===== config.mk =====
export PLATFORM = sky130hd
export DESIGN_NAME = skjs_cell
export DESIGN_NICKNAME = d
export VERILOG_FILES = /design/src/skjs_pkg.sv /design/src/skjs_cell.sv
export SDC_FILE = /design/constraint.sdc
export NUM_CORES = 1
export LEC_CHECK = 0
export ABC_CLOCK_PERIOD_IN_PS = 3100
export BUFFER_PORTS_ARGS = -buffer_cell sky130_fd_sc_hd__buf_4
export CAP_MARGIN = 30
export CORE_MARGIN = 1
export CORE_UTILIZATION = 35
export DETAILED_ROUTE_END_ITERATION = 7
export HOLD_SLACK_MARGIN = 0.12
export SETUP_SLACK_MARGIN = 0.15
export SYNTH_ARGS = -nofsm -noshare
export SYNTH_HDL_FRONTEND = slang
export SYNTH_SLANG_ARGS = --single-unit

===== constraint.sdc =====
create_clock -name clk_i -period 3.1 [get_ports clk_i]
set_clock_uncertainty 0.15 [all_clocks]
set_input_delay 0.155 -clock clk_i [delete_from_list [all_inputs] [get_ports clk_i]]
set_output_delay 0.155 -clock clk_i [all_outputs]
set_load 0.03 [all_outputs]

===== src/skjs_pkg.sv =====
// Shared types and constants for the sorted key table with cell-chain lookup.
// Used by the channel interfaces, the table cell and the top level.
package skjs_pkg;

  localparam int unsigned KeyW    = 16;
  localparam int unsigned HandleW = 16;
  localparam int unsigned PosW    = 7;

  typedef enum logic {
    ModeInsert = 1'b0,
    ModeSearch = 1'b1
  } mode_e;

  typedef enum logic [1:0] {
    StInserted = 2'd0,
    StFull     = 2'd1,
    StFound    = 2'd2,
    StNotFound = 2'd3
  } status_e;

  // Search item moving down the cell chain, one cell per cycle.
  // smaller counts modulo 2**PosW, which matches the width of the position field.
  typedef struct packed {
    logic               active;
    logic [KeyW-1:0]    key;
    logic [PosW-1:0]    smaller;
    logic               hit;
    logic [HandleW-1:0] handle;
  } wave_t;

endpackage


===== src/skjs_cell.sv =====
// One table cell: holds one key/handle entry and folds it into a passing search item.
// Depends on skjs_pkg for the search item type.
module skjs_cell #(
  parameter int unsigned CNT_W    = 7,
  parameter int unsigned CELL_IDX = 0
) (
  input  logic                         clk_i,
  input  logic                         rst_ni,
  input  logic [CNT_W-1:0]             count_i,
  input  logic                         wr_i,
  input  logic [skjs_pkg::KeyW-1:0]    wr_key_i,
  input  logic [skjs_pkg::HandleW-1:0] wr_handle_i,
  input  skjs_pkg::wave_t              wave_i,
  output skjs_pkg::wave_t              wave_o
);

  logic [skjs_pkg::KeyW-1:0]    key_q;
  logic [skjs_pkg::HandleW-1:0] handle_q;
  skjs_pkg::wave_t              wave_d, wave_q;
  logic                         holds;

  // Entries fill in arrival order, so this cell is live once the count passes it.
  assign holds = CNT_W'(CELL_IDX) < count_i;

  always_ff @(posedge clk_i) begin
    if (wr_i && (count_i == CNT_W'(CELL_IDX))) begin
      key_q    <= wr_key_i;
      handle_q <= wr_handle_i;
    end
  end

  always_comb begin
    wave_d = wave_i;
    if (wave_i.active && holds) begin
      if (key_q < wave_i.key) begin
        wave_d.smaller = wave_i.smaller + skjs_pkg::PosW'(1);
      end else if ((key_q == wave_i.key) && !wave_i.hit) begin
        // cells are visited in insert order: first hit is the earliest match
        wave_d.hit    = 1'b1;
        wave_d.handle = handle_q;
      end
    end
  end

  always_ff @(posedge clk_i or negedge rst_ni) begin
    if (!rst_ni) begin
      wave_q <= '0;
    end else begin
      wave_q <= wave_d;
    end
  end

  assign wave_o = wave_q;

endmodule


==> results by group <==
Run status
  • Outcome: completed

Global route
  • First-pass GRT wire length: 10200 um
  • Grt total ovfl: 0
  • Largest net degree at the start of global routing: 42
  • Initial antenna violation count: 0
  • Total GRT Usage: 16.1%
  • Number of global-route vias before repair: 2261

Synth
  • Ys Warns: 0
  • Mux share of post-synthesis cell area: 6.82%
  • Post-Synth Adder-Cell Area: 7.58%
  • XOR/XNOR share of the synthesized area: 1.87%
  • Synthesis-stage register bit count: 73
  • Synthesized area per cell: 15.8 um2
  • Synth Area in Simple Gates: 7.53%
  • Complex-gate fraction of the synthesized area: 2.23%
  • Syn Nets: 278
  • Synthesized instance count: 178
  • Register area share after synthesis: 70.8%
  • Distinct cells, synth: 29
  • Largest family of logic cells by synthesized area: adder cells
  • Synthesized area: 0.00281 mm2

Worst setup path
  • Arrival time at the worst endpoint: 2.84 ns
  • Reg-to-reg startpoint: key_q[14]
  • Slowest-stage cell, CP: dlygate4sd3_1
  • Crit path largest cell delay: 0.52 ns
  • Crit path max-delay family: simple AND/OR/NAND/NOR gates
  • Number of buffers and inverters on the critical path: 4
  • Worst R2R Setup Slack: 0.43 ns
  • Worst Setup SP: wave_i[39]
  • Critical Path RT: 3.17 ns
  • Worst-path maximum fanout: 16
  • Startpoint class of the critical path: primary input
  • CP Cell Sequence: dlygate4sd3_1 > buf_4 > inv_1 > ha_1 > nand4_2 > nor3_1 > or4_4 > nor3b_1 > nor3_2 > buf_4 > mux2_1
  • Most used cell, CP: buf_4
  • CP Capture Type: register
  • Critical path type: primary input to register

Floorplanning
  • Ports: 124
  • Die ar.: 0.00838 mm2
  • Die height: 91.6 um
  • Die width: 91.6 um
  • Starting Density: 36.3%
  • Core area: 0.00773 mm2
  • Standard-cell rows: 32

Finish
  • Area growth syn-to-layout: 71.6%
  • Commonest cells after routing, fill and taps aside: buf_4 (125), dlygate4sd3_1 (74), dfrtp_1 (41), edfxtp_1 (32), inv_1 (18)
  • # diodes: 0
  • Layout cells sized above 1: 41.7%
  • Commonest non-fill, non-tap cell in the layout: buf_4
  • Nets: 486
  • Fin util: 62.3%

Power
  • Leakage power: 2.19 nW
  • Flop pwr share: 47.3%
  • Worst VDD drop: 0.000329 V
  • Gate power share: 15.1%
  • Int Power: 1.69 mW
  • Switching share of power: 23.8%
  • Part of the power in the clock network: 37.6%
  • Net Sw Power: 0.529 mW
  • Pwr Density: 461 mW/mm2

Timing
  • Worst-Margin Slew: 0.538 ns
  • Setup_tns: 0 ns
  • Period utilisation layout: 89.4%
  • Final slew viol count: 0
  • Fin crit period: 2.77 ns
  • RSZ-0062 raised after global routing: false
  • Fmax: 0.361 GHz
  • Final hold vios: 0
  • Setup Viol. Count Final: 0
  • Slew headroom: 64.1%

Detailed routing
  • Drt wl/cell: 12.9 um
  • Final wirelength: 6350 um
  • Via Count: 2097
  • DRT Pass-1 Iters: 4
  • Violation count after the first detailed-route iteration: 81
  • Post-route DRC: 0
  • DR vias/cell: 4.25
  • ANT nets after route: 0

Clock tree
  • CTS tree: built
  • Clock buffer depth: 2
  • Clk Latency, worst-skew pair: 0.34 ns
  • Num CTS Buffers: 9
  • Clk sinks: 73
  • Htree depth: 3
  • PostCTS Resize Cnt: 0
  • CTS clk-pin slew, worst paths: 0.09 ns
  • CTS root buffer: clkbuf_8

Flow run
  • MaxCap Viol Count: 0

Placed design
  • Routability cong.: 0.718
  • Number of port buffers: 123
  • Placed wire-length estimate: 4110 um

Hold path
  • Hold crit path type: primary input to async pin
power groups by stage:
stage                     logic (mW)  registers [mW]  clock network, mW
after floorplan               0.0471            1.13                  0
after global placement         0.260            1.07                  0
after detailed placement       0.263            1.07                  0
after CTS                      0.339            1.05              0.856
after global routing           0.361            1.05              0.892
final                          0.336            1.05              0.834
per-layer routing:
metal | up-vias | wire [um] | GRT usage (%)
li1 | 1039 | - | -
met4 | 0 | 164 | 7.41
met2 | 65 | 3530 | 30.7
met1 | 979 | 2390 | 16.7
met3 | 14 | 270 | 3.10
met5 | - | 0 | 0
path summary, 6_finish.rpt:
kind,end,cells past startpoint
worst min-delay path,wave_o[19],2
worst max register to register,wave_o[6],8
min in group clk_i,wave_o[15],1
worst min register to register,wave_o[15],1
max in group asynchronous,wave_o[32],2
worst max-delay path,wave_o[6],11
kinds of logic (layout without fill, tap and decap cells):
kind of cell,count (synthesis),after routing
buffers and inverters,20,233
AO/OA/AOI/OAI,10,10
adder cells (fa/ha/maj),17,17
AND/OR/NAND/NOR,35,35
XOR/XNOR,6,6
flip-flops,73,73
multiplexers,17,17
flip-flops by register name, summed over array words and instances, names as in the netlist:
| name | cells |
|---|---|
| wave_o | 41 |
| handle_q | 16 |
| key_q | 16 |
worst register-to-register path: stages (launching register included):
cell and delay, ns:
edfxtp_1 0.40, ha_1 0.32, nand4_2 0.14, nor3_1 0.07
or4_4 0.52, nor3b_1 0.32, nor3_2 0.08, buf_4 0.22
mux2_1 0.33
final cells by class:
type | count | area, um2
Multi-Input combinational cell | 85 | 731
Fill cell | 596 | 2910
Sequential cell | 73 | 1990
Clock buffer | 9 | 124
Inverter | 18 | 67.6
Tap cell | 102 | 128
Timing Repair Buffer | 199 | 1680
Clock inverter | 7 | 101
metrics by stage:
stage / hold WS (ns) / power, mW / setup WS [ns] / std cells / area [um2]
after floorplan: -0.291 / 1.18 / 0.492 / 178 / 2810
after global placement: 0.0352 / 1.33 / 0.475 / 403 / 3850
after detailed placement: 0.0380 / 1.33 / 0.460 / 403 / 3850
after CTS: 0.215 / 2.24 / 0.334 / 493 / 4820
after global routing: 0.240 / 2.30 / 0.168 / 493 / 4820
final: 0.189 / 2.22 / 0.330 / 493 / 4820
Yosys cell counts:
library cell,n,area (um2)
o311a_1,1,10.0
and2_1,1,6.26
mux2_1,2,22.5
nor4_1,1,6.26
nand3_1,2,10.0
mux2_2,15,169
nor3b_1,1,7.51
and3_1,1,6.26
or3_1,1,6.26
a21oi_1,5,25.0
nand4_2,1,12.5
dfrtp_1,41,1030
inv_1,18,67.6
nand4_1,3,18.8
edfxtp_1,32,961
o21ai_0,2,10.0
xnor2_1,2,17.5
nand2_1,10,37.5
or4_4,1,11.3
buf_6,2,22.5
o211a_1,1,10.0
nor3_1,2,10.0
ha_1,17,213
xor2_1,4,35.0
nor2b_1,1,6.26
or4b_4,1,13.8
nor3_2,4,40.0
o21bai_1,1,7.51
nor2_1,5,18.8
what timing repair did:
item                                    4_1_cts  5_1_grt
hold buffers                                 74        0
endpoints found under the hold margin       114        0
endpoints found under the setup margin        0        0
setup buffers                                 0        0
Note: power is estimated with default switching activity, not from simulation.
